--- src/hw/rtl/lpfi_pkg.sv ---
// ----------------------------------------------------------------------------
// Linear-probe find-or-insert: shared package
// Widths, result codes and state encodings used by the front end, the
// hand-off queue, the probe engine and the top level.
// ----------------------------------------------------------------------------
package lpfi_pkg;

    localparam int KEY_W           = 64;
    localparam int HALF_W          = 32;
    localparam int SLOT_OUT_W      = 10;
    localparam int STATUS_W        = 2;
    localparam int DEF_TABLE_SLOTS = 1024;

    // The home-slot remainder is formed by reciprocal multiplication in steps:
    // estimate, product, difference and one correction.
    localparam int STEPS      = 4;
    localparam int STEP_W     = $clog2(STEPS);

    // Hand-off queue between the front end and the probe engine.
    localparam int QUEUE_DEPTH = 2;
    localparam int QPTR_W      = $clog2(QUEUE_DEPTH);
    localparam int QCNT_W      = $clog2(QUEUE_DEPTH + 1);

    typedef enum logic [STATUS_W-1:0] {
        ST_FOUND    = 2'd0,
        ST_INSERTED = 2'd1,
        ST_FULL     = 2'd2
    } status_t;

    typedef enum logic [1:0] {
        F_IDLE,
        F_REDUCE,
        F_HOLD
    } front_state_t;

    typedef enum logic [2:0] {
        B_CLEAR,
        B_IDLE,
        B_PROBE,
        B_EMIT
    } back_state_t;

endpackage

--- src/hw/rtl/lpfi_front.sv ---
// ----------------------------------------------------------------------------
// Linear-probe find-or-insert: front end
// Accepts keys, folds them to 32 bits and reduces the fold modulo the table
// size by a fixed reciprocal multiplication, then hands the item to the
// queue.
// ----------------------------------------------------------------------------
module lpfi_front import lpfi_pkg::*; #(
    parameter int TABLE_SLOTS = DEF_TABLE_SLOTS,
    parameter int SLOT_W      = $clog2(TABLE_SLOTS)
) (
    input  logic              clk,
    input  logic              rst_n,
    input  logic              en,
    input  logic [KEY_W-1:0]  key,
    input  logic              push,
    output logic              full,
    output logic              q_push,
    input  logic              q_full,
    output logic [KEY_W-1:0]  q_key,
    output logic [SLOT_W-1:0] q_home,
    output logic              q_zero
);

    // The quotient estimate from this reciprocal is at most one too small,
    // so a single compare and subtract finishes the remainder.
    localparam logic [HALF_W-1:0] MOD_W = HALF_W'(TABLE_SLOTS);
    localparam logic [HALF_W-1:0] RECIP = HALF_W'((64'd1 << HALF_W) / TABLE_SLOTS);

    front_state_t          state_reg, state_next;
    logic [STEP_W-1:0]     step_reg, step_next;
    logic [KEY_W-1:0]      key_reg;
    logic [HALF_W-1:0]     fold_reg;
    logic [HALF_W-1:0]     work_reg;
    logic [SLOT_W-1:0]     rem_reg;
    logic                  zero_reg;
    logic                  accept;
    logic [2*HALF_W-1:0]   prod;
    logic [HALF_W-1:0]     rem_fix;

    assign prod    = {{HALF_W{1'b0}}, fold_reg} * {{HALF_W{1'b0}}, RECIP};
    assign rem_fix = (work_reg >= MOD_W) ? work_reg - MOD_W : work_reg;

    always_comb
    begin
        full   = 1'b1;
        q_push = 1'b0;
        case (state_reg)
            F_IDLE:
            begin
                full = !en;
            end
            F_REDUCE:
            begin
                full = 1'b1;
            end
            F_HOLD:
            begin
                q_push = 1'b1;
                full   = q_full || !en;
            end
            default:
            begin
                full = 1'b1;
            end
        endcase
    end

    assign accept = push && !full;

    always_comb
    begin
        state_next = state_reg;
        step_next  = step_reg;
        case (state_reg)
            F_IDLE:
            begin
                if (accept)
                begin
                    state_next = F_REDUCE;
                    step_next  = '0;
                end
            end
            F_REDUCE:
            begin
                step_next = step_reg + 1'b1;
                if (step_reg == STEP_W'(STEPS - 1))
                begin
                    state_next = F_HOLD;
                end
            end
            F_HOLD:
            begin
                if (accept)
                begin
                    state_next = F_REDUCE;
                    step_next  = '0;
                end
                else if (!q_full)
                begin
                    state_next = F_IDLE;
                end
            end
            default:
            begin
                state_next = F_IDLE;
            end
        endcase
    end

    always_ff @(posedge clk or negedge rst_n)
    begin
        if (!rst_n)
        begin
            state_reg <= F_IDLE;
            step_reg  <= '0;
        end
        else
        begin
            state_reg <= state_next;
            step_reg  <= step_next;
        end
    end

    always_ff @(posedge clk)
    begin
        if (accept)
        begin
            key_reg  <= key;
            fold_reg <= key[KEY_W-1:HALF_W] ^ key[HALF_W-1:0];
            rem_reg  <= '0;
            zero_reg <= (key == '0);
        end
        else if (state_reg == F_REDUCE)
        begin
            case (step_reg)
                STEP_W'(0):
                begin
                    work_reg <= prod[2*HALF_W-1:HALF_W];
                end
                STEP_W'(1):
                begin
                    work_reg <= work_reg * MOD_W;
                end
                STEP_W'(2):
                begin
                    work_reg <= fold_reg - work_reg;
                end
                default:
                begin
                    rem_reg <= rem_fix[SLOT_W-1:0];
                end
            endcase
        end
    end

    assign q_key  = key_reg;
    assign q_home = rem_reg;
    assign q_zero = zero_reg;

endmodule

--- config.mk ---
export PLATFORM = sky130hd
export DESIGN_NAME = lpfi_front
export DESIGN_NICKNAME = d
export VERILOG_FILES = /design/src/hw/rtl/lpfi_pkg.sv /design/src/hw/rtl/lpfi_front.sv
export SDC_FILE = /design/constraint.sdc
export NUM_CORES = 1
export LEC_CHECK = 0
export ABC_AREA = 1
export BUFFER_PORTS_ARGS = -buffer_cell sky130_fd_sc_hd__buf_4
export CAP_MARGIN = 20
export CORE_AREA = 2 2 136 138
export DETAILED_ROUTE_END_ITERATION = 6
export DIE_AREA = 0 0 138 140
export PLACE_DENSITY_LB_ADDON = 0.08
export SLEW_MARGIN = 20
export SYNTH_ARGS = -nofsm -noshare
export SYNTH_HDL_FRONTEND = slang
export SYNTH_SLANG_ARGS = --single-unit
--- constraint.sdc ---
create_clock -name clk -period 6.2 [get_ports clk]
set_input_delay 0.31 -clock clk [delete_from_list [all_inputs] [get_ports clk]]
set_output_delay 0.31 -clock clk [all_outputs]
set_load 0.02 [all_outputs]
==> out/qor.yml <==
pwr:
  static-leakage-power_uw: 0.00249
  p_total_uw: 2370
  intPower_uw: 1560
  seq_power_share: 0.437
  ir_worst_vdd_mv: 0.157
  p_sw_uw: 806
  power_density_nw_per_um2: 392
  switching_share: 0.340
  share_clk_of_total_power: 0.238
  power.combinational.fraction: 0.325
critical_path:
  worstSetupStartpointType: "register"
  worst_setup_path_startpoint: "state_reg[1]$_DFFE_PN0P_"
  cp.required_ns: 6.17
  crit_fanout: 69
  endpoint_kind: "register"
  worst_r2r_startpoint: "state_reg[1]$_DFFE_PN0P_"
  worst-endpoint-arrival_ns: 2.42
  crit_type: "register to register"
routing:
  drt_first_pass_iters: 4
  drt-vias-per-instance: 4.10
  drcViolationCount: 0
  dr_total_vias: 2949
  route.final.wire_length_um: 10400
  routed_wire_length_per_instance_um: 14.4
  remaining_antenna_violation_count: 0
  dr.first_iter.drc_count: 124
placement:
  post_dp_cell_area_um2: 5750
  dp.final_hpwl_um: 7820
  numPortBuffers: 145
  globalplace.congestion: 0.776
  dp_worst_setup_slack_ns: 3.70
yosys:
  most_repeated_cell_in_the_gate_level_netlist_after_synthesis: "sky130_fd_sc_hd__edfxtp_1"
  syn-instance-count: 332
  synth-edff-count: 95
  synth_commonest_cells: "95 x sky130_fd_sc_hd__edfxtp_1, 57 x sky130_fd_sc_hd__nand2_1, 32 x sky130_fd_sc_hd__nor2_1, 25 x sky130_fd_sc_hd__inv_1, 22 x sky130_fd_sc_hd__xor2_1"
  yosysTopAreaCellShare: 0.649
  synth.yosys.warnings: 0
  syn-mean-instance-area_um2: 13.2
  yosysUniqueCellTypes: 28
  syn-cell-area_um2: 4400
  synth.top_cells.by_area: "sky130_fd_sc_hd__edfxtp_1 65%, sky130_fd_sc_hd__nand2_1 4.9%, sky130_fd_sc_hd__dfxtp_1 4.6%"
  share_of_flip_flops_with_an_asynchronous_set_or_reset: 0.0367
  synth-seq-area-share: 0.717
  mappedNetlistNets: 414
  dominant_synthesized_flop_cell: "sky130_fd_sc_hd__edfxtp_1"
  postSynthRegisterBits: 109
  synth_top_cell_by_area: "sky130_fd_sc_hd__edfxtp_1"
run:
  cap_viol_max_count: 0
cells_and_area:
  area.growth.synth_to_final_pct: 37.4
  antenna-diode-count: 0
  fin_nets: 569
  drive_gt1_frac: 0.346
  n_fill_cell: 1828
  layout.cell_area.non_filler_um2: 6040
  largest_register_ff_count: 64
die:
  core_um2: 17800
  die_boundary_width_um: 138
  fp.dieH_um: 140
  floorplan.initialDensity: 0.247
  floorplan.rows: 49
  number_of_i_o_pins: 146
  fp.dieArea_um2: 19300
timing:
  setup-violations-final: 0
  timing.final.max_slew_violations: 0
  layout_min_cycle_time_ns: 2.45
  finalSetupTns_ns: 0
  worst_slew_margin_rel: 0.359
  hold_viol_final: 0
  max_freq_ghz: 0.408
  worst_pin_slew_ns: 0.958
  final.setup.worst_slack_ns: 3.75
  hold_slack_ns: 0.143
  period_share: 0.395
  grt_setup_unrepaired: "no"
  finalClockSkew_ns: 0.00409
global_routing:
  globalRouteTotalUtil: 0.108
  grt_max_degree: 70
  grt_antenna_before_repair: 0
  global_route.overflow_total: 0
  grt_first_pass_wirelength_um: 16100
  first_global_vias: 3079
clocking:
  cts_root_buffer: "sky130_fd_sc_hd__clkbuf_16"
  insertion_delay_ns: 0.35
  tritoncts: "yes"
  cts_max_level: 3
  deepest_clock_path_buffer_count: 2
  clkSlewWorstSetupHoldPaths_ns: 0.07
  cts.sinks: 109
  numCtsBuffers: 9
min_path:
  timing.hold.worst.start: "key[53]"
  hp-class: "input port to register"
run_status:
  status: "finished, final reports clean"
worst paths after layout:
| check | to | slack, ns | cells after the start |
|---|---|---|---|
| worst max-delay path | q_key[44]$_DFFE_PP_ | 3.75 | 4 |
| worst min-delay path | q_key[53]$_DFFE_PP_ | 0.14 | 1 |
| worst max register to register | q_key[44]$_DFFE_PP_ | 3.75 | 4 |
| worst min register to register | q_home[2]$_SDFFE_PP0P_ | 0.51 | 2 |
| max in group asynchronous | step_reg[0]$_DFFE_PN0P_ | 5.81 | 2 |
| min in group asynchronous | step_reg[1]$_DFFE_PN0P_ | 0.29 | 2 |
cells in the final DEF (no fill, tap or decap), types with 2 or more instances in the layout:
| cell type | synthesis | final |
|---|---|---|
| sky130_fd_sc_hd__nor3_1 | 2 | 2 |
| sky130_fd_sc_hd__edfxtp_1 | 95 | 95 |
| sky130_fd_sc_hd__dfxtp_1 | 10 | 10 |
| sky130_fd_sc_hd__nor2_2 | 2 | 2 |
| sky130_fd_sc_hd__nand3_1 | 11 | 11 |
| sky130_fd_sc_hd__o21ai_0 | 15 | 15 |
| sky130_fd_sc_hd__nor2_1 | 32 | 32 |
| sky130_fd_sc_hd__clkinv_1 | 0 | 2 |
| sky130_fd_sc_hd__ha_1 | 12 | 12 |
| sky130_fd_sc_hd__buf_4 | 0 | 146 |
| sky130_fd_sc_hd__xor2_1 | 22 | 22 |
| sky130_fd_sc_hd__clkbuf_16 | 0 | 9 |
| sky130_fd_sc_hd__a21oi_1 | 15 | 15 |
| sky130_fd_sc_hd__nand4_1 | 5 | 5 |
| sky130_fd_sc_hd__o21ai_1 | 2 | 2 |
| sky130_fd_sc_hd__o21ai_2 | 3 | 3 |
| sky130_fd_sc_hd__nor4_1 | 8 | 8 |
| sky130_fd_sc_hd__inv_1 | 25 | 24 |
| sky130_fd_sc_hd__nand3b_1 | 2 | 2 |
| sky130_fd_sc_hd__clkinv_2 | 0 | 3 |
| sky130_fd_sc_hd__nand2_1 | 57 | 57 |
| sky130_fd_sc_hd__dfrtp_1 | 4 | 4 |
layer usage:
layer  GRT usage  vias to the layer above  wire, um
li1            -                     1475         -
met1       0.130                     1345      4430
met2       0.166                      118      4680
met3      0.0506                       11      1100
met4      0.0483                        0       179
met5           0                        -         0
metrics by stage:
step / utilization / cells
floorplan: - / 332
global placement: 0.323 / 704
detailed placement: 0.323 / 704
CTS: 0.340 / 720
global route: 0.340 / 720
finish: 0.340 / 720
critical path, cell delays in order, from the launching register on:
cell and delay, ns:
sky130_fd_sc_hd__dfrtp_1 0.42, sky130_fd_sc_hd__nand2_1 0.13, sky130_fd_sc_hd__nand4_2 0.33, sky130_fd_sc_hd__clkinv_2 0.38
sky130_fd_sc_hd__buf_4 0.73
layout make-up:
type | count | area (um^2) | share of cell area
Sequential cell | 109 | 3150 | 0.522
Clock buffer | 9 | 225 | 0.0373
Tap cell | 229 | 287 | 0.0474
Inverter | 27 | 105 | 0.0174
Multi-Input combinational cell | 193 | 1110 | 0.184
Clock inverter | 6 | 55.1 | 0.00912
Timing Repair Buffer | 147 | 1110 | 0.183
timing repair:
item | CTS | global route
setup buffers | 0 | 0
hold buffers | 1 | 0
gates resized for setup | 0 | 0
endpoints found under the hold margin | 4 | 0
power by group through the flow:
stage	clock, uW	combinational (uW)	sequential, uW
3_3_place_gp	0	780	1050
2_1_floorplan	0	420	1130
4_1_cts	589	786	1040
5_1_grt	614	870	1050
3_5_place_dp	0	783	1050
6_report	564	770	1040
cell families (layout without fill, tap and decap cells):
family,Yosys count,in the layout,share of synthesized area
AND/OR/NAND/NOR,122,122,0.126
AO/OA/AOI/OAI,36,36,0.0441
flip-flops,109,109,0.717
adder cells (fa/ha/maj),13,13,0.0387
buffers and inverters,30,189,0.0305
XOR/XNOR,22,22,0.0438
Power figures use the tool's default switching activity.
