--- src/hw/rtl/lpfi_pkg.sv ---
// ----------------------------------------------------------------------------
// Linear-probe find-or-insert: shared package
// Widths, result codes and state encodings used by the front end, the
// hand-off queue, the probe engine and the top level.
// ----------------------------------------------------------------------------
package lpfi_pkg;

    localparam int KEY_W           = 64;
    localparam int HALF_W          = 32;
    localparam int SLOT_OUT_W      = 10;
    localparam int STATUS_W        = 2;
    localparam int DEF_TABLE_SLOTS = 1024;

    // The home-slot remainder is formed by reciprocal multiplication in steps:
    // estimate, product, difference and one correction.
    localparam int STEPS      = 4;
    localparam int STEP_W     = $clog2(STEPS);

    // Hand-off queue between the front end and the probe engine.
    localparam int QUEUE_DEPTH = 2;
    localparam int QPTR_W      = $clog2(QUEUE_DEPTH);
    localparam int QCNT_W      = $clog2(QUEUE_DEPTH + 1);

    typedef enum logic [STATUS_W-1:0] {
        ST_FOUND    = 2'd0,
        ST_INSERTED = 2'd1,
        ST_FULL     = 2'd2
    } status_t;

    typedef enum logic [1:0] {
        F_IDLE,
        F_REDUCE,
        F_HOLD
    } front_state_t;

    typedef enum logic [2:0] {
        B_CLEAR,
        B_IDLE,
        B_PROBE,
        B_EMIT
    } back_state_t;

endpackage

--- src/hw/rtl/lpfi_queue.sv ---
// ----------------------------------------------------------------------------
// Linear-probe find-or-insert: hand-off queue
// A two-entry first-in first-out buffer between the front end and the
// probe engine, so that either side can stall without holding the other.
// ----------------------------------------------------------------------------
module lpfi_queue import lpfi_pkg::*; #(
    parameter int WIDTH = KEY_W
) (
    input  logic             clk,
    input  logic             rst_n,
    input  logic             push,
    input  logic [WIDTH-1:0] push_data,
    output logic             full,
    input  logic             pop,
    output logic [WIDTH-1:0] pop_data,
    output logic             empty
);

    logic [WIDTH-1:0]  entry_reg [QUEUE_DEPTH];
    logic [QPTR_W-1:0] wr_ptr_reg, rd_ptr_reg;
    logic [QCNT_W-1:0] count_reg;
    logic              do_push, do_pop;

    assign full     = (count_reg == QCNT_W'(QUEUE_DEPTH));
    assign empty    = (count_reg == '0);
    assign do_push  = push && !full;
    assign do_pop   = pop && !empty;
    assign pop_data = entry_reg[rd_ptr_reg];

    always_ff @(posedge clk or negedge rst_n)
    begin
        if (!rst_n)
        begin
            wr_ptr_reg <= '0;
            rd_ptr_reg <= '0;
            count_reg  <= '0;
        end
        else
        begin
            if (do_push)
            begin
                wr_ptr_reg <= wr_ptr_reg + 1'b1;
            end
            if (do_pop)
            begin
                rd_ptr_reg <= rd_ptr_reg + 1'b1;
            end
            if (do_push && !do_pop)
            begin
                count_reg <= count_reg + 1'b1;
            end
            else if (do_pop && !do_push)
            begin
                count_reg <= count_reg - 1'b1;
            end
        end
    end

    always_ff @(posedge clk)
    begin
        if (do_push)
        begin
            entry_reg[wr_ptr_reg] <= push_data;
        end
    end

endmodule

--- config.mk ---
export PLATFORM = sky130hd
export DESIGN_NAME = lpfi_queue
export DESIGN_NICKNAME = d
export VERILOG_FILES = /design/src/hw/rtl/lpfi_pkg.sv /design/src/hw/rtl/lpfi_queue.sv
export SDC_FILE = /design/constraint.sdc
export NUM_CORES = 1
export LEC_CHECK = 0
export BUFFER_PORTS_ARGS = -buffer_cell sky130_fd_sc_hd__buf_2
export CAP_MARGIN = 20
export CORE_UTILIZATION = 40
export DETAILED_ROUTE_END_ITERATION = 7
export GPL_ROUTABILITY_DRIVEN = 0
export SLEW_MARGIN = 25
export SYNTH_ARGS = -nofsm -noshare
export SYNTH_HDL_FRONTEND = slang
export SYNTH_SLANG_ARGS = --single-unit
--- constraint.sdc ---
create_clock -name clk -period 10.5 [get_ports clk]
set_clock_uncertainty 0.1 [all_clocks]
set_input_delay 2.1 -clock clk [delete_from_list [all_inputs] [get_ports clk]]
set_output_delay 2.1 -clock clk [all_outputs]
set_load 0.02 [all_outputs]
==> metrics.txt, run 1 <==
H-tree Lvls=4; post-CTS sizing=0; number of flops mapped to enable cells by yosys=about 130; Num CTS Buffers=17; CP Launch Point=rd_ptr_reg$_DFFE_PN0P_; Setup crit end=pop_data[35]; Vias/cell=approximately 4.4; critical path capture point type=output pin; Cell Area, Synth=between 5000 and 6000 um^2; I/O Buffers=around 130; cell taking the most area after synthesis=edfxtp_1; first-pass GRT wire length=roughly 12000 um; reg-to-reg critical path startpoint=count_reg[0]$_DFFE_PN0P_; Synth cell types=15; share of layout cells above drive strength 1=between 60% and 70%; TritonCTS clock tree=built; Setup-failing EPs final=0; Final ANT Viol Nets=0; post-synthesis sequential area ratio=78.5%; die height=roughly 110 um; xor and xnor area share after synthesis=0.872%; Crit path arrival time=roughly 2.1 ns; Pwr Density=approximately 310 nW/um^2; relative max-transition margin=about two fifths; Layout Area Growth over Synthesis=28.6%; Global Route met3 Usage=about 7.5%; final worst path period share=roughly two fifths; first-pass iteration count of the detailed router=4; Max IR drop VDD=0.144 mV; largest family of logic cells by synthesized area=multiplexers; hold_buf cts=0; ranking of synthesized cells by area=edfxtp_1 (77%), mux2_4 (15%), mux2_2 (3.1%); Die ar.=around 13000 um^2; Final Hold Vio Count=0; switch share=30.0%; Required @ worst endpoint=8.30 ns; Mapped Cells=roughly 220; Clk pwr share=29.7%; Final Slew Violations=0; vias in the first global route=2440; routed via count=roughly 2.4k; max reg flops=between 100 and 150; WL final=about 8300 um; run status=complete, no violations; Power Internal=between 0.001 and 0.0015 W; RSZ-0062 raised after global routing=false; Worst Path Class, Setup=reg2out; GRT busiest layer=met2; post-synthesis compound-gate area fraction=less than 1%; clk root buf=clkbuf_16; synthesized-area fraction occupied by adder cells=less than 1%; Period minus WS final=4.33 ns; P_leak=approximately 2.6 nW; Min Hold Slack=approximately 0.42 ns; final worst slack=a little over 6 ns; Yosys reg bits=about 130; R2R Path End=entry_reg[0][47]$_DFFE_PP_; GRT Total Usage=a little over an eighth; Flop pwr share=a little under two fifths; Die W=roughly 110 um; pre-CTS setup slack=around 6.4 ns; worst min path class=reg2reg; syn_nets=between 200 and 300; Psw=about 0.00059 W; Synth Area in Simple Gates=less than 1%; share of the synthesized area in the top cell type=between 70% and 80%; setup TNS=0 ns; Worst-Margin Slew=roughly 0.9 ns; Initial Util=approximately two fifths; detailed-placement wirelength estimate=about 5200 um; Avg Synthesized Cell Area=between 20 and 25 um^2; drc violations=0; Initial DRC Count=95; # IOs=between 100 and 150; Max Fanout on Critical Path=60; Post-synth top cells=edfxtp_1 (128), mux2_4 (50), mux2_2 (14); fill count=roughly 1k; ys async rst share=roughly 3.0%; met1 usage=between 10% and 20%; grt met2 use=approximately a fifth; row count=40; Max-Cap Viols=0; CP Launch Type=flip-flop; CTS Sinks=roughly 130; largest net degree at the start of global routing=65; synth warn=0; main flop type after synthesis=edfxtp_1; FF-to-FF path depth=4; Ant. Diodes=0; power share of the combinational group=31.9%; initial antenna violation count=0; Reg2Reg Setup Slack=approximately 8.1 ns; count leader, synth=edfxtp_1; multiplexer share of the synthesized area=a little under a fifth; f_max=231 MHz; Worst-path clk slew=~0.050 ns; core box area=roughly 12000 um^2; post-route core utilization=between 50 and 60%; worst skew pair latency=around 0.41 ns; CTS Buffer Depth=2; GR Overflow Total=0; setup bufs post-CTS=0; drt wl/cell=between 15 and 20 um; Nets=~430
-- worst max-delay path: stages (launching register included) --
cell     delay (ns)
dfrtp_4        0.48
buf_6          0.61
mux2_2         0.42
buf_2          0.16
-- worst min-delay path by stage --
stage | end | depth (start not counted) | slack (ns) | start
2_1_floorplan | wr_ptr_reg$_DFFE_PN0P_ | 1 | 0.36 | wr_ptr_reg$_DFFE_PN0P_
3_3_place_gp | count_reg[1]$_DFFE_PN0P_ | 1 | 0.41 | count_reg[1]$_DFFE_PN0P_
3_5_place_dp | count_reg[1]$_DFFE_PN0P_ | 1 | 0.41 | count_reg[1]$_DFFE_PN0P_
4_1_cts | count_reg[1]$_DFFE_PN0P_ | 1 | 0.42 | count_reg[1]$_DFFE_PN0P_
5_1_grt | count_reg[1]$_DFFE_PN0P_ | 1 | 0.46 | count_reg[1]$_DFFE_PN0P_
6_report | count_reg[1]$_DFFE_PN0P_ | 1 | 0.42 | count_reg[1]$_DFFE_PN0P_
-- metal layers --
metal	vias to the layer above	part of all wire (%)
met1	1175	42
li1	1156	-
met3	11	7.8
met4	0	1.5
met5	-	0
met2	87	49
-- power by group through the flow --
stage                     logic [W]  clock network, W  registers (W)
after global routing       0.000680          0.000624       0.000773
after CTS                  0.000651          0.000602       0.000764
after global placement     0.000647                 0       0.000770
final                      0.000634          0.000589       0.000762
after detailed placement   0.000651                 0       0.000773
after floorplan            0.000494                 0       0.000764
-- per-stage QoR --
step	cell area, um^2	std cells	total power, W
after floorplan	5020	218	0.00126
after global placement	5860	514	0.00142
after detailed placement	5860	514	0.00142
after CTS	6450	546	0.00202
after global routing	6450	546	0.00208
final	6450	546	0.00198
-- cells in the final DEF (no fill, tap or decap) --
master	Yosys	final
clkbuf_1	0	1
clkinv_1	0	5
nor2_4	0	1
clkbuf_16	0	17
xor2_1	2	2
and3_4	0	1
xnor2_1	3	3
o21ai_0	1	1
mux2_2	14	14
buf_2	1	133
dfrtp_4	0	1
bufinv_16	0	4
ha_1	1	1
edfxtp_1	128	128
mux2_4	50	50
clkinvlp_4	0	1
clkinv_2	0	4
inv_1	2	2
buf_6	6	1
nand2b_1	1	1
buf_4	0	1
nor2_1	3	2
dfrtp_1	4	3
nand2_1	1	1
-- layout make-up --
class / count / area [um^2] / area share (%)
clock buffer: 18 / 429 / 6.65
timing repair buffer: 135 / 684 / 10.6
clock inverter: 14 / 166 / 2.58
tap: 168 / 210 / 3.26
multi-input combinational: 77 / 1010 / 15.6
sequential: 132 / 3950 / 61.2
inverter: 2 / 7.51 / 0.116
-- logic make-up after synthesis --
logic type / Yosys count
flip-flops: 132
XOR/XNOR: 5
adder cells (fa/ha/maj): 1
buffers and inverters: 9
AO/OA/AOI/OAI: 1
multiplexers: 64
AND/OR/NAND/NOR: 6
Power figures use the tool's default switching activity.
==> run 2: changes to the inputs <==
==> constraint.sdc (replaced) <==
create_clock -name clk -period 4.5 [get_ports clk]
set_clock_uncertainty 0.1 [all_clocks]
set_input_delay 0.9 -clock clk [delete_from_list [all_inputs] [get_ports clk]]
set_output_delay 0.9 -clock clk [all_outputs]
set_load 0.02 [all_outputs]
==> run 2 against run 1 <==
Against the previous run:
- die area unchanged
- hold slack lost 0.23 ns
- critical path depth unchanged
- first-iteration DRC count grew 33%
- sequential power is 140% higher
- non-clock buffer count increased by 1
- clock-buffer cell count rose by 9
- wire length grew 1.9%
- cell count grew 0.37%
- largest cell class unchanged
- clock power rose by 120%
- combinational power increased by 130%
- register-to-register slack worse by 5.8 ns
==> metrics.txt, run 2 (same netlist as run 1, synthesis figures left out) <==
run status=complete, no violations (unchanged); critical path capture point type=output pin (unchanged); Required @ worst endpoint=3.50 ns (was 8.30 ns); Initial Util=41.5% (unchanged); first-pass iteration count of the detailed router=4 (unchanged); WL final=8430 um (was 8270 um); Reg2Reg Setup Slack=2.28 ns (was 8.06 ns); post-CTS sizing=0 (unchanged); row count=40 (unchanged); f_max=351 MHz; Period minus WS final=~2.8 ns; die height=114 um (unchanged); Num CTS Buffers=17 (unchanged); reg-to-reg critical path startpoint=count_reg[0]$_DFFE_PN0P_ (unchanged); Pwr Density=708 nW/um^2 (was 307 nW/um^2); first-pass GRT wire length=13100 um (was 12400 um); worst skew pair latency=0.40 ns (was 0.41 ns); crit-path cells=buf_12, mux2_2, buf_2 (was buf_6, mux2_2, buf_2); TritonCTS clock tree=built (unchanged); I/O Buffers=133 (unchanged); hold_buf cts=0 (unchanged); CTS Buffer Depth=2 (unchanged); GR Overflow Total=0 (unchanged); FF-to-FF path depth=4 (unchanged); Crit path arrival time=1.85 ns (was 2.13 ns); crit path max-delay cell type=dfrtp_4 (was buf_6); Max IR drop VDD=0.343 mV (was 0.144 mV); setup bufs post-CTS=0 (unchanged); clk root buf=clkbuf_16 (unchanged); Die W=114 um (unchanged); GRT Total Usage=13.9% (was 13.5%); detailed-placement wirelength estimate=5330 um (was 5160 um); Nets=435 (was 434); initial antenna violation count=0 (unchanged); most frequent cells in the layout=buf_2 (133), edfxtp_1 (128), mux2_4 (50) (unchanged); P_leak=2.59 nW (was 2.58 nW); CP Launch Type=flip-flop (unchanged); Setup-failing EPs final=0 (unchanged); setup TNS=0 ns (unchanged); RSZ-0062 raised after global routing=false (unchanged); Final Slew Violations=0 (unchanged); Max-Cap Viols=0 (unchanged); Worst-path clk slew=0.05 ns (about the same); final worst path period share=between 60% and 70%; Final Non-Filler Cells=548 (was 546); vias in the first global route=2626 (was 2440); drt wl/cell=15.4 um (was 15.1 um); H-tree Lvls=4 (unchanged); CP max stage delay=0.65 ns (was 0.61 ns); relative max-transition margin=39.0% (was 39.6%); Final ANT Viol Nets=0 (unchanged); Min Hold Slack=0.191 ns (was 0.417 ns); Initial DRC Count=126 (was 95); max reg flops=128 (unchanged); # IOs=134 (unchanged); placed instance count=515 (was 514); share of layout cells above drive strength 1=60.7% (was 60.3%); most common cell after layout, fill and taps aside=buf_2 (unchanged); core box area=12100 um^2 (unchanged); drc violations=0 (unchanged); largest net degree at the start of global routing=65 (unchanged); total power=0.00458 W (was 0.00198 W); Layout Area Growth over Synthesis=28.8% (was 28.6%); Vias/cell=4.48 (was 4.45); Final Hold Vio Count=0 (unchanged); Die ar.=13000 um^2 (unchanged); routed via count=2453 (was 2429); Worst-Margin Slew=0.915 ns (was 0.906 ns); Max Fanout on Critical Path=25 (was 60); R2R Path End=entry_reg[0][22]$_DFFE_PP_ (was entry_reg[0][47]$_DFFE_PP_); worst min path class=in2async (was reg2reg); Worst Path Class, Setup=reg2out (unchanged); CTS Sinks=132 (unchanged)
[run 2: how the worst max path moves through the flow]
stage                      startpoint                          to  slack, ns  cells past startpoint
5_1_grt        rd_ptr_reg$_DFFE_PN0P_                pop_data[46]       1.57                      3
3_3_place_gp   rd_ptr_reg$_DFFE_PN0P_                pop_data[42]       1.69                      2
6_report       rd_ptr_reg$_DFFE_PN0P_                pop_data[46]       1.65                      3
2_1_floorplan                    push   entry_reg[0][0]$_DFFE_PP_       0.25                      2
3_5_place_dp                     push  entry_reg[0][35]$_DFFE_PP_       1.86                      4
4_1_cts        rd_ptr_reg$_DFFE_PN0P_                pop_data[46]       1.59                      3
[run 2: critical path: cells and delay by family (launching register included)]
kind | cells | cell delay (ns)
mux | 1 | 0.35
flops | 1 | 0.65
buf+inv | 2 | 0.44
[run 2: area by class of cell]
type | count | area, um^2
fillers | 1008 | 5650
flip-flops and latches | 132 | 3950
multi-input cells | 77 | 1010
repair buffers | 136 | 726
clock buffers | 27 | 513
well taps | 168 | 210
clock inverters | 5 | 50.0
inverters | 2 | 7.51
diodes | 1 | 2.50
[run 2: routing by layer]
metal	part of all wire (%)	GRT usage, %	up-vias
li1	-	-	1159
met1	40	15.1	1192
met2	50	22.9	88
met3	7.9	6.00	14
met4	1.8	7.53	0
met5	0	0	-
[run 2: where the power goes]
part           internal, W  switching [W]  leakage, nW
Sequential         0.00169       0.000123         1.23
Clock             0.000829       0.000453        0.281
Combinational     0.000670       0.000812         1.07
Total              0.00319        0.00139         2.59
[run 2: metrics by stage]
step,worst slack (ns),util (%),area [um^2]
after floorplan,0.249,-,5020
after global placement,1.69,48.4,5860
after detailed placement,1.86,48.7,5900
after CTS,1.59,53.4,6460
after global routing,1.57,53.4,6460
final,1.65,53.4,6470
==> run 3: changes to the inputs <==
--- a/config.mk
+++ b/config.mk
@@ -5,11 +5,13 @@
 export SDC_FILE = /design/constraint.sdc
 export NUM_CORES = 1
 export LEC_CHECK = 0
+export ABC_AREA = 1
 export BUFFER_PORTS_ARGS = -buffer_cell sky130_fd_sc_hd__buf_2
 export CAP_MARGIN = 20
 export CORE_UTILIZATION = 40
 export DETAILED_ROUTE_END_ITERATION = 7
 export GPL_ROUTABILITY_DRIVEN = 0
+export PLACE_DENSITY = 0.66
 export SLEW_MARGIN = 25
 export SYNTH_ARGS = -nofsm -noshare
 export SYNTH_HDL_FRONTEND = slang
==> constraint.sdc (replaced) <==
create_clock -name clk -period 2.51 [get_ports clk]
set_clock_uncertainty 0.1 [all_clocks]
set_input_delay 0.502 -clock clk [delete_from_list [all_inputs] [get_ports clk]]
set_output_delay 0.502 -clock clk [all_outputs]
set_load 0.02 [all_outputs]
==> run 3 against run 2 <==
Against the previous run:
- sequential power up 73%
- first-iteration DRC count up 59%
- combinational power up 83%
- global-route usage up 1.2 points
- via count up 25%
- wire length up 9.2%
- register-to-register slack worse by 1.5 ns
- largest cell class unchanged
==> metrics.txt, run 3 <==
run status=complete, no violations (unchanged); Layout Area Growth over Synthesis=28.5% (was 28.8%); Avg Synthesized Cell Area=13.4 um^2 (was 23.0 um^2); initial antenna violation count=0 (unchanged); Crit path arrival time=1.57 ns (was 1.85 ns); number of flops mapped to enable cells by yosys=128 (unchanged); Required @ worst endpoint=1.91 ns (was 3.50 ns); crit path max-delay cell type=dfrtp_2 (was dfrtp_4); Period minus WS final=2.17 ns; CTS Buffer Depth=2 (unchanged); Power Internal=0.00522 W (was 0.00319 W); Max Fanout on Critical Path=35 (was 25); worst min path class=in2reg (was in2async); GR Overflow Total=0 (unchanged); Worst-path clk slew=0.05 ns (about the same); f_max=roughly 460 MHz; met1 usage=16.6% (was 15.1%); Post-synth top cells=nand2_1 (201), edfxtp_1 (128), buf_4 (8) (was edfxtp_1 (128), mux2_4 (50), mux2_2 (14)); main flop type after synthesis=edfxtp_1 (unchanged); Max IR drop VDD=0.611 mV (was 0.343 mV); CP max stage delay=0.41 ns (was 0.65 ns); post-synthesis sequential area ratio=80.7% (was 78.5%); CTS Sinks=132 (unchanged); Worst-Margin Slew=0.485 ns (was 0.915 ns); Die ar.=12700 um^2 (was 13000 um^2); post-CTS sizing=0 (unchanged); Yosys reg bits=132 (unchanged); Clk pwr share=27.5% (was 28.0%); GRT Total Usage=15.1% (was 13.9%); Initial DRC Count=200 (was 126); drc violations=0 (unchanged); first-pass GRT wire length=14400 um (was 13100 um); Max-Cap Viols=0 (unchanged); setup bufs post-CTS=0 (unchanged); switch share=35.3% (was 30.3%); Vias/cell=4.58 (was 4.48); CP Launch Point=rd_ptr_reg$_DFFE_PN0P_ (unchanged); RSZ-0062 raised after global routing=false (unchanged); syn_nets=435 (was 287); TritonCTS clock tree=built (unchanged); WL final=9200 um (was 8430 um); cell taking the most area after synthesis=edfxtp_1 (unchanged); CP Launch Type=flip-flop (unchanged); share of the synthesized area in the top cell type=78.6% (was 76.6%); first-pass iteration count of the detailed router=4 (unchanged); hold_buf cts=1 (was 0); critical path capture point type=output pin (unchanged); Pwr Density=1280 nW/um^2 (was 708 nW/um^2); Setup-failing EPs final=0 (unchanged); most common cell after layout, fill and taps aside=nand2_1 (was buf_2); relative max-transition margin=67.3% (was 39.0%); Final ANT Viol Nets=0 (unchanged); FF+latch area=3950 um^2 (about the same); # IOs=134 (unchanged); Mapped Cells=366 (was 218); Num CTS Buffers=17 (unchanged); max reg flops=128 (unchanged); GRT busiest layer=met2 (unchanged); routed via count=3077 (was 2453); hold_sp=push_data[19]; crit-path cells=inv_2, buf_4, nand2_1, nand2_1, buf_2 (was buf_12, mux2_2, buf_2); Final Non-Filler Cells=672 (was 548); core box area=12000 um^2 (was 12100 um^2); Nets=582 (was 435); grt met2 use=25.8% (was 22.9%); Flop pwr share=38.9% (was 39.6%); setup TNS=0 ns (unchanged); FF-to-FF path depth=4 (unchanged); reg-to-reg critical path startpoint=count_reg[1]$_DFFE_PN0P_ (was count_reg[0]$_DFFE_PN0P_); Worst Path Class, Setup=reg2out (unchanged); power share of the combinational group=33.6% (was 32.4%); Initial Util=40.9% (was 41.5%); worst skew pair latency=0.40 ns (about the same); Psw=0.00284 W (was 0.00139 W); final worst path period share=86.4%; Final Hold Vio Count=0 (unchanged); P_leak=2.74 nW (was 2.59 nW); synth warn=0 (unchanged); largest net degree at the start of global routing=42 (was 65); fill count=1033 (was 1008); ys async rst share=3.03% (unchanged); Final Slew Violations=0 (unchanged); die height=113 um (was 114 um); count leader, synth=nand2_1 (was edfxtp_1); drt wl/cell=13.7 um (was 15.4 um); Synth cell types=15 (unchanged); Global Route met3 Usage=5.72% (was 6.00%); share of layout cells above drive strength 1=32.1% (was 60.7%); ranking of synthesized cells by area=edfxtp_1 (79%), nand2_1 (15%), dfrtp_1 (2.0%) (was edfxtp_1 (77%), mux2_4 (15%), mux2_2 (3.1%)); detailed-placement wirelength estimate=5820 um (was 5330 um); I/O Buffers=133 (unchanged); Cell Area, Synth=4890 um^2 (was 5020 um^2); row count=40 (unchanged); worst hold path depth=1; clk root buf=clkbuf_16 (unchanged); Die W=113 um (was 114 um); placed instance count=640 (was 515); vias in the first global route=2984 (was 2626); most frequent cells in the layout=nand2_1 (201), buf_2 (133), edfxtp_1 (128) (was buf_2 (133), edfxtp_1 (128), mux2_4 (50)); H-tree Lvls=4 (unchanged); Multi-input gate area=832 um^2 (was 1010 um^2); critical path's most frequent cell=nand2_1
-- run 3: changes by cell type after synthesis, sizes merged, moves of 2 or more --
cell / previous run / this run
mux2: 64 / 0
xor2: 2 / 0
nand2: 1 / 201
inv: 2 / 8
buf: 7 / 14
xnor2: 3 / 1
-- run 3: path summary, 6_finish.rpt --
kind	slack [ns]	end
worst max-delay path	0.34	pop_data[44]
worst min-delay path	0.19	entry_reg[1][19]$_DFFE_PP_
worst max register to register	0.74	entry_reg[1][13]$_DFFE_PP_
worst min register to register	0.38	wr_ptr_reg$_DFFE_PN0P_
max in group asynchronous	1.83	rd_ptr_reg$_DFFE_PN0P_
min in group asynchronous	0.34	count_reg[1]$_DFFE_PN0P_
-- run 3: power groups by stage --
stage	registers (W)	clock network (W)	logic [W]
floorplan	0.00317	0	0.00183
global placement	0.00316	0	0.00270
detailed placement	0.00318	0	0.00275
CTS	0.00314	0.00228	0.00276
global route	0.00318	0.00236	0.00298
finish	0.00314	0.00222	0.00271
-- run 3: cells by family after synthesis --
group | share of synthesized area (%)
AOI/OAI and AO/OA | 0.205
DFF | 80.7
adders and majority gates | 0.256
buffers and inverters | 2.46
and+or+nand+nor | 16.2
xor gates and xnor gates | 0.179
-- run 3: cell type report --
class	count	share of cell area [%]
flip-flops and latches	132	62.8
multi-input cells	212	13.2
repair buffers	142	12.1
clock buffers	21	7.01
well taps	147	2.93
clock inverters	9	1.41
inverters	8	0.478
diodes	1	0.0398
-- run 3: worst max-delay path: cells and delay by family (launching register included) --
kind	cells	cell delay, ns
simple gates	2	0.18
buf+inv	3	0.56
flops	1	0.41
-- run 3: metal layers --
| metal | vias to the layer above | wire length, um |
|---|---|---|
| li1 | 1534 | - |
| met1 | 1424 | 3850 |
| met2 | 107 | 4570 |
| met3 | 12 | 648 |
| met4 | 0 | 133 |
| met5 | - | 0 |
-- run 3: stage by stage --
| step | cell area [um^2] | hold WS [ns] | power, W | util (%) | setup WS, ns |
|---|---|---|---|---|---|
| floorplan | 4900 | 0.106 | 0.00500 | - | 0.0114 |
| finish | 6280 | 0.189 | 0.00806 | 52.5 | 0.342 |
| detailed placement | 5740 | 0.216 | 0.00593 | 48.0 | 0.671 |
| global placement | 5740 | 0.214 | 0.00586 | 48.0 | 0.721 |
| CTS | 6280 | 0.166 | 0.00818 | 52.5 | 0.310 |
| global route | 6280 | 0.166 | 0.00852 | 52.5 | 0.201 |
